==> src/rtl/core/lcc_pkg.sv <==
`timescale 1ns / 1ps

package lcc_pkg;

    localparam int SAMPLE_WIDTH_DEF = 24;

    localparam int FREQ_W     = 32;
    localparam int VEL_W      = 16;
    localparam int KEY_W      = 7;
    localparam int LEN_W      = 16;
    localparam int GAIN_W     = 17;
    localparam int GAIN_FRAC  = 16;
    localparam int SQ_W       = 2 * FREQ_W;
    localparam int DIV_CNT_W  = $clog2(FREQ_W);
    localparam int CFG_IDX_W  = 3;
    localparam int CFG_DATA_W = 32;

    localparam logic [GAIN_W-1:0] GAIN_UNITY = GAIN_W'(1 << GAIN_FRAC);
    localparam logic [GAIN_W-1:0] GAIN_MAX   = {GAIN_W{1'b1}};

    // Values held after reset.
    localparam logic [LEN_W-1:0]  RST_FADE_LENGTH = LEN_W'(240);
    localparam logic [GAIN_W-1:0] RST_FADE_STEP   = GAIN_W'(273);
    localparam logic              RST_QUIET       = 1'b0;
    localparam logic [FREQ_W-1:0] RST_FREQ        = FREQ_W'(1802240);
    localparam logic [VEL_W-1:0]  RST_VELOCITY    = VEL_W'(65535);
    localparam logic              RST_GLIDE       = 1'b0;
    localparam logic [KEY_W-1:0]  RST_KEY         = KEY_W'(69);

    typedef enum logic [2:0] {
        MODE_NORMAL   = 3'd0,
        MODE_FADE_IN  = 3'd1,
        MODE_FADE_OUT = 3'd2,
        MODE_CATCH_UP = 3'd3,
        MODE_TO_NORM  = 3'd4
    } mode_t;

    typedef enum logic [CFG_IDX_W-1:0] {
        CFG_FADE_LENGTH = 3'd0,
        CFG_FADE_STEP   = 3'd1,
        CFG_START_QUIET = 3'd2,
        CFG_INIT_FREQ   = 3'd3,
        CFG_INIT_VEL    = 3'd4,
        CFG_INIT_GLIDE  = 3'd5,
        CFG_INIT_KEY    = 3'd6
    } cfg_index_t;

    typedef enum logic [2:0] {
        ST_IDLE,
        ST_DECIDE,
        ST_SQUARE,
        ST_DIV_INIT,
        ST_DIV,
        ST_MUL,
        ST_FINISH
    } ctrl_state_t;

    typedef struct packed {
        logic in_ready;
        logic load_item;
        logic decide;
        logic square;
        logic div_init;
        logic div_step;
        logic mul;
        logic finish;
    } cmd_t;

    typedef struct packed {
        logic need_catch;
        logic div_last;
        logic out_free;
    } status_t;

endpackage

==> src/rtl/core/lcc_ctrl.sv <==
`timescale 1ns / 1ps

module lcc_ctrl (
    input  logic             clk,
    input  logic             rst_n,
    input  logic             in_valid,
    input  lcc_pkg::status_t status,
    output lcc_pkg::cmd_t    cmd
);

    lcc_pkg::ctrl_state_t state_reg;
    lcc_pkg::ctrl_state_t state_next;

    always_ff @(posedge clk or negedge rst_n)
    begin
        if (!rst_n)
        begin
            state_reg <= lcc_pkg::ST_IDLE;
        end
        else
        begin
            state_reg <= state_next;
        end
    end

    always_comb
    begin
        state_next = state_reg;
        case (state_reg)
            lcc_pkg::ST_IDLE:
            begin
                if (in_valid)
                begin
                    state_next = lcc_pkg::ST_DECIDE;
                end
            end
            lcc_pkg::ST_DECIDE:
            begin
                state_next = status.need_catch ? lcc_pkg::ST_SQUARE : lcc_pkg::ST_MUL;
            end
            lcc_pkg::ST_SQUARE:
            begin
                state_next = lcc_pkg::ST_DIV_INIT;
            end
            lcc_pkg::ST_DIV_INIT:
            begin
                state_next = lcc_pkg::ST_DIV;
            end
            lcc_pkg::ST_DIV:
            begin
                if (status.div_last)
                begin
                    state_next = lcc_pkg::ST_MUL;
                end
            end
            lcc_pkg::ST_MUL:
            begin
                state_next = lcc_pkg::ST_FINISH;
            end
            lcc_pkg::ST_FINISH:
            begin
                if (status.out_free)
                begin
                    state_next = lcc_pkg::ST_IDLE;
                end
            end
            default:
            begin
                state_next = lcc_pkg::ST_IDLE;
            end
        endcase
    end

    always_comb
    begin
        cmd = '0;
        case (state_reg)
            lcc_pkg::ST_IDLE:
            begin
                cmd.in_ready  = 1'b1;
                cmd.load_item = in_valid;
            end
            lcc_pkg::ST_DECIDE:
            begin
                cmd.decide = 1'b1;
            end
            lcc_pkg::ST_SQUARE:
            begin
                cmd.square = 1'b1;
            end
            lcc_pkg::ST_DIV_INIT:
            begin
                cmd.div_init = 1'b1;
            end
            lcc_pkg::ST_DIV:
            begin
                cmd.div_step = 1'b1;
            end
            lcc_pkg::ST_MUL:
            begin
                cmd.mul = 1'b1;
            end
            lcc_pkg::ST_FINISH:
            begin
                cmd.finish = status.out_free;
            end
            default:
            begin
                cmd = '0;
            end
        endcase
    end

endmodule

==> config.mk <==
export PLATFORM = sky130hd
export DESIGN_NAME = lcc_ctrl
export DESIGN_NICKNAME = d
export VERILOG_FILES = /design/src/rtl/core/lcc_pkg.sv /design/src/rtl/core/lcc_ctrl.sv
export SDC_FILE = /design/constraint.sdc
export NUM_CORES = 1
export LEC_CHECK = 0
export BUFFER_PORTS_ARGS = -buffer_cell sky130_fd_sc_hd__buf_2
export CAP_MARGIN = 20
export CORE_AREA = 2 2 39 41
export CTS_CLUSTER_DIAMETER = 40
export DETAILED_ROUTE_END_ITERATION = 7
export DIE_AREA = 0 0 41 43
export PLACE_DENSITY = 0.44
export SYNTH_ARGS = -nofsm -noshare
export SYNTH_HDL_FRONTEND = slang
export SYNTH_SLANG_ARGS = --single-unit
==> constraint.sdc <==
create_clock -name clk -period 1.9 [get_ports clk]
set_clock_uncertainty 0.15 [all_clocks]
set_input_delay 0.095 -clock clk [delete_from_list [all_inputs] [get_ports clk]]
set_output_delay 0.095 -clock clk [all_outputs]
set_load 0.01 [all_outputs]
### Word-level counts from Yosys, hierarchy flattened

Cells that the tools add are included.

* reduce and logical (&&, ||, !) cells: 2
* eq/ne operators: 9
* multiplexer cells: 12

Operators by type and width (count)
* $pmux W3 S7: 1
* $mux W3: 4
* $eq A3 B3 Y1 const B: 3
* $eq A3 B2 Y1 const B: 2
* $mux W1: 6
* $ne A2 B2 Y1 const B: 3
* $eq A3 B1 Y1 const B: 1
* $logic_not A3 Y1: 1
* $reduce_and A3 Y1: 1
* $mux W2: 1

* bits of input ports: 6
* bits in registers: 3
* logic and storage cells: 24

### Depth between registers and ports, before layout

Gate-level depths: netlist of the first run.

* depth in word-level cells: 3
* depth in mapped cells: 4

### Worst setup path before layout of the first run

Ideal clock, no wire load.

* path type: register to output
* start: reg state_reg[2]
* end: out cmd[6] (netlist bit)
* data arrival time: 982 ps
* data required time: 1655 ps
* stages on the path, launching flop included: 4
* path slack: 673 ps
* cell sequence: dfrtp_1 -> buf_4 -> nor3_2 -> and2_1

RTL lines
* from (decl): line lcc_ctrl.sv:11 `lcc_pkg::ctrl_state_t state_reg;`
* from (signal assigned): line lcc_ctrl.sv:18 `state_reg <= lcc_pkg::ST_IDLE;`
* from (signal assigned): line lcc_ctrl.sv:22 `state_reg <= state_next;`
* to (decl): line lcc_ctrl.sv:8 `output lcc_pkg::cmd_t cmd`

==> out/results.ini, run 1 <==
[sta]
fmaxAchievable_mhz=681
relSlewSlack_pct=76.3
finalCritPeriodShare_pct=77.3
rsz0062_at_grt=false
hold-worst-slack_ns=0.0270
finalCriticalPeriod_ns=1.47
fin_tns_setup_ns=0
setup_viol=0
slew_viol_final=0
tightest_slew_ns=0.355
finalHoldViolCount=0

[clock_network]
cts_resized=0
worstSkewPairLatency_ns=0.24
htree_levels=1
path_clk_slew_ns=0.04
cts_tree=done
cts_hold_buffers=1
clkSinkCount=3
cts_root_buffer=clkbuf_4
cts_setup_buffers=0
cts_made_buffers=3
cts_max_path_buffers=2

[critical_path]
cp_max_fo=11
end_kind=output port
cp.arrival_ns=1.22
critPathLaunchType=flop
critPathRequiredTime_ns=1.65
crit_type=flop to output port

[job]
cap_viol_max_count=0

[global_routing]
grt_max_degree=12
antenna_found_initial=0
grt_pass1_vias=230
grt_pass1_wl_microns=938
groute.usage.overall_pct=8.74
grt_overflow=0

[finish]
drive_gt1_share_pct=40.4
largest_reg_flops=3
area_growth_pct=39.8
finalNetCount=54
layout_common_cells=buf_2 (13), nor3_1 (5), nand2_1 (5)
design_area_sq_um=334
layout_commonest_cell=buf_2
antenna_cells=0

[yosys]
avgSynthCellArea_sq_um=7.47
synth_mux_area_share_pct=0
ys_seq_area_share_pct=31.4
synth_top_family_by_area=simple AND/OR/NAND/NOR gates
synthXorXnorAreaFrac_pct=0
synth_compound_area_share_pct=8.90
synth-seq-cells=3
synth-adder-area-share_pct=0
syn_area_sq_um=239
synthDistinctLibCells=18
synth_top_area_share_pct=31.4
ys_warn_count=0
synth.area.top_cells=dfrtp_1 (31%), nor3_1 (10%), nand2_1 (7.9%)
synth-simple-area-share_pct=45.5
synthCells=32
yosysTopAreaCell=dfrtp_1
synth_fp_nets=38

[place]
gp_congestion=0.705
io_buffer_count=13
dpl_cell_area_sq_um=298
hpwlAfterDp_microns=395

[power_and_ir_drop]
p_per_area_mw_per_mm2=1600
leakage_nw=0.174
vdd.ir_drop.worst_mv=0.354

[die]
core_area_sq_mm=0.00138
initial_core_util_pct=17.3
die_y_microns=43
rows=14
die_area_sq_mm=0.00176
io_pins=14
dieWidth_microns=41

[route]
antenna_left=0
wl_per_cell_microns=9.11
wirelength_microns=574
drt_iter0_drc=3
drt_first_pass_iters=4
vias=256
viasPerCell=4.06
route.detailed.drc=0

[run_status]
status=finished, final reports clean

[min_path]
hp-class=input port to asynchronous set/reset pin

-- metrics by stage --
step	total power, mW	utilization [%]	cells	setup slack, ns
6_report	0.536	24.1	63	0.432
3_3_place_gp	0.430	21.5	58	0.480
2_1_floorplan	0.378	-	32	0.673
3_5_place_dp	0.426	21.5	58	0.434
4_1_cts	0.549	24.1	63	0.409
5_1_grt	0.586	24.1	63	0.327
-- layout make-up --
class / instances / area, sq um
fillers: 160 / 1050
multi-input cells: 24 / 130
flip-flops and latches: 3 / 75.1
repair buffers: 14 / 75.1
clock buffers: 4 / 26.3
well taps: 16 / 20.0
inverters: 2 / 7.51
-- cells in the mapped netlist --
cell type and n:
and2_1 1, and3_1 1, buf_4 2, buf_6 1, dfrtp_1 3, inv_1 1
inv_2 1, nand2_1 5, nand2b_1 1, nor2_1 3, nor2_4 1, nor3_1 5
nor3_2 1, nor3b_1 1, o21ai_0 1, o21ai_1 2, o22ai_1 1, or3_1 1
-- power breakdown --
group | total, mW | internal (mW) | switching (mW)
combinational | 0.233 | 0.116 | 0.117
clock | 0.113 | 0.0788 | 0.0344
sequential | 0.189 | 0.0950 | 0.0944
-- routing by layer --
| layer | global-route usage (%) | wire, microns | vias to the layer above |
|---|---|---|---|
| met5 | 0 | 0 | - |
| li1 | - | - | 135 |
| met4 | 12.0 | 0 | 0 |
| met2 | 10.3 | 277 | 11 |
| met3 | 3.14 | 46 | 0 |
| met1 | 9.68 | 250 | 110 |
-- worst max-delay path, cell delays in order, from the launching register on --
cell and delay, ns:
dfrtp_1 0.49, nor3_2 0.23, and2_1 0.14, buf_2 0.12
-- final timing paths --
check / start / endpoint / slack (ns) / cells past startpoint
max: state_reg[2] / cmd[6] / 0.43 / 3
min reg2reg: state_reg[0] / state_reg[1] / 0.55 / 1
max reg2reg: state_reg[1] / state_reg[0] / 0.45 / 3
max in group asynchronous: rst_n / state_reg[2] / 1.46 / 2
min in group clk: status[0] / state_reg[2] / 0.03 / 4
min: rst_n / state_reg[1] / 0.03 / 2
-- cells by family (layout without fill, tap and decap cells) --
group           after synthesis  after routing
buf+inv                       5             20
simple gates                 20             20
flops                         3              3
compound gates                4              4
Note: power is estimated with default switching activity, not from simulation.
==> run 2, diff against run 1 <==
--- a/config.mk
+++ b/config.mk
@@ -11,7 +11,7 @@
 export CTS_CLUSTER_DIAMETER = 40
 export DETAILED_ROUTE_END_ITERATION = 7
 export DIE_AREA = 0 0 41 43
-export PLACE_DENSITY = 0.44
+export PLACE_DENSITY = 0.45
 export SYNTH_ARGS = -nofsm -noshare
 export SYNTH_HDL_FRONTEND = slang
 export SYNTH_SLANG_ARGS = --single-unit
==> constraint.sdc (replaced) <==
create_clock -name clk -period 1.3 [get_ports clk]
set_clock_uncertainty 0.15 [all_clocks]
set_input_delay 0.065 -clock clk [delete_from_list [all_inputs] [get_ports clk]]
set_output_delay 0.065 -clock clk [all_outputs]
set_load 0.01 [all_outputs]
==> out/results.ini, run 2 (synthesis results as in run 1) <==
[die]
rows=14
core_area_sq_mm=0.00138
die_y_microns=43
die_area_sq_mm=0.00176
dieWidth_microns=41
io_pins=14
initial_core_util_pct=17.3

[route]
viasPerCell=4.04
wl_per_cell_microns=9.44
route.detailed.drc=0
wirelength_microns=689
antenna_left=0
vias=295
drt_iter0_drc=0
drt_first_pass_iters=1

[power_and_ir_drop]
power_frac_clock_pct=13.7
combPwrFrac_pct=65.9
p_sw_share_pct=41.2
vdd.ir_drop.worst_mv=0.980
p_seq_share_pct=20.4
leakage_nw=0.231
internal_power_uw=678
p_switching_uw=475
p_per_area_mw_per_mm2=2490

[global_routing]
grt_pass1_wl_microns=1170
groute.usage.overall_pct=9.75
grt_overflow=0
grt_pass1_vias=286
grt_max_degree=9
antenna_found_initial=0

[sta]
fin_tns_setup_ns=-0.125
finalCritPeriodShare_pct=104
slew_viol_final=0
finalCriticalPeriod_ns=1.35
hold-worst-slack_ns=0.0124
rsz0062_at_grt=true
finalHoldViolCount=0
fmaxAchievable_mhz=740
setup_viol=6
tightest_slew_ns=0.192
relSlewSlack_pct=87.1
layout_setup_ws_ns=-0.0517

[clock_network]
cts_max_path_buffers=2
cts_made_buffers=3
clkSinkCount=3
cts_root_buffer=clkbuf_4
cts_tree=done
htree_levels=1
path_clk_slew_ns=0.04
worstSkewPairLatency_ns=0.23

[finish]
finalNetCount=64
layout_commonest_cell=buf_2
antenna_cells=0
n_fill_cell=158
drive_gt1_share_pct=66.7
largest_reg_flops=3
design_area_sq_um=463
layout_common_cells=buf_2 (12), buf_4 (8), nand2_1 (4)
post-route-util_pct=33.5
area_growth_pct=93.7

[critical_path]
cp_max_fo=7
crit_type=flop to flop
critPathRequiredTime_ns=1.25
critPathLaunchType=flop
cp.arrival_ns=1.31
end_kind=flop

[place]
dp_slack_ns=0.0456
gp_congestion=0.677
dpl_cell_area_sq_um=328
io_buffer_count=13

[min_path]
hp-class=input port to asynchronous set/reset pin

[run_status]
violations=negative setup slack
status=finished, violations left

[job]
cap_viol_max_count=0

==> run 2: metrics by stage <==
step                      power, mW  cells
after floorplan               0.553     32
after global placement        0.722     62
after detailed placement      0.720     62
after CTS                      1.10     71
after global routing           1.24     73
final                          1.15     73
==> run 2: cell type report <==
| type | instances | area [sq um] | share of cell area (%) |
|---|---|---|---|
| Timing Repair Buffer | 24 | 164 | 35.4 |
| Multi-Input combinational cell | 24 | 168 | 36.2 |
| Inverter | 2 | 7.51 | 1.62 |
| Tap cell | 16 | 20.0 | 4.32 |
| Sequential cell | 3 | 77.6 | 16.8 |
| Clock buffer | 4 | 26.3 | 5.68 |
==> run 2: power groups by stage <==
stage	Sequential (mW)	Clock, mW	Combinational (mW)
6_report	0.235	0.157	0.760
5_1_grt	0.243	0.176	0.824
4_1_cts	0.242	0.165	0.694
3_5_place_dp	0.230	0	0.490
3_3_place_gp	0.227	0	0.495
2_1_floorplan	0.160	0	0.393
==> run 2: per-layer routing <==
metal  share of wire [%]  vias to the layer above  global-route usage [%]  wire [microns]
li1                    -                      156                       -               -
met1                  43                      134                    12.3             298
met2                  53                        5                    14.7             362
met3                 3.9                        0                    6.28              27
met4                   0                        0                       0               0
met5                   0                        -                       0               0
==> run 2: worst max-delay path, stage by stage (launching register included) <==
cell and delay [ns]:
dfrtp_2 0.44, buf_4 0.13, buf_4 0.11, nor3_1 0.04, or3_1 0.36
==> run 2: path summary, 6_finish.rpt <==
kind / start / to / slack (ns) / cells past startpoint
max: state_reg[2] / state_reg[0] / -0.05 / 4
min: rst_n / state_reg[0] / 0.01 / 2
max reg2reg: state_reg[2] / state_reg[0] / -0.05 / 4
min reg2reg: state_reg[1] / state_reg[1] / 0.55 / 2
max in group asynchronous: rst_n / state_reg[2] / 0.86 / 2
min in group clk: status[2] / state_reg[1] / 0.03 / 3
==> run 2: what timing repair did <==
action	4_1_cts	5_1_grt
pin swaps	2	0
hold endpoints to repair	3	0
gates resized for setup	12	1
buffers inserted	5	2
hold buffers	1	0
endpoints found under the setup margin	8	8
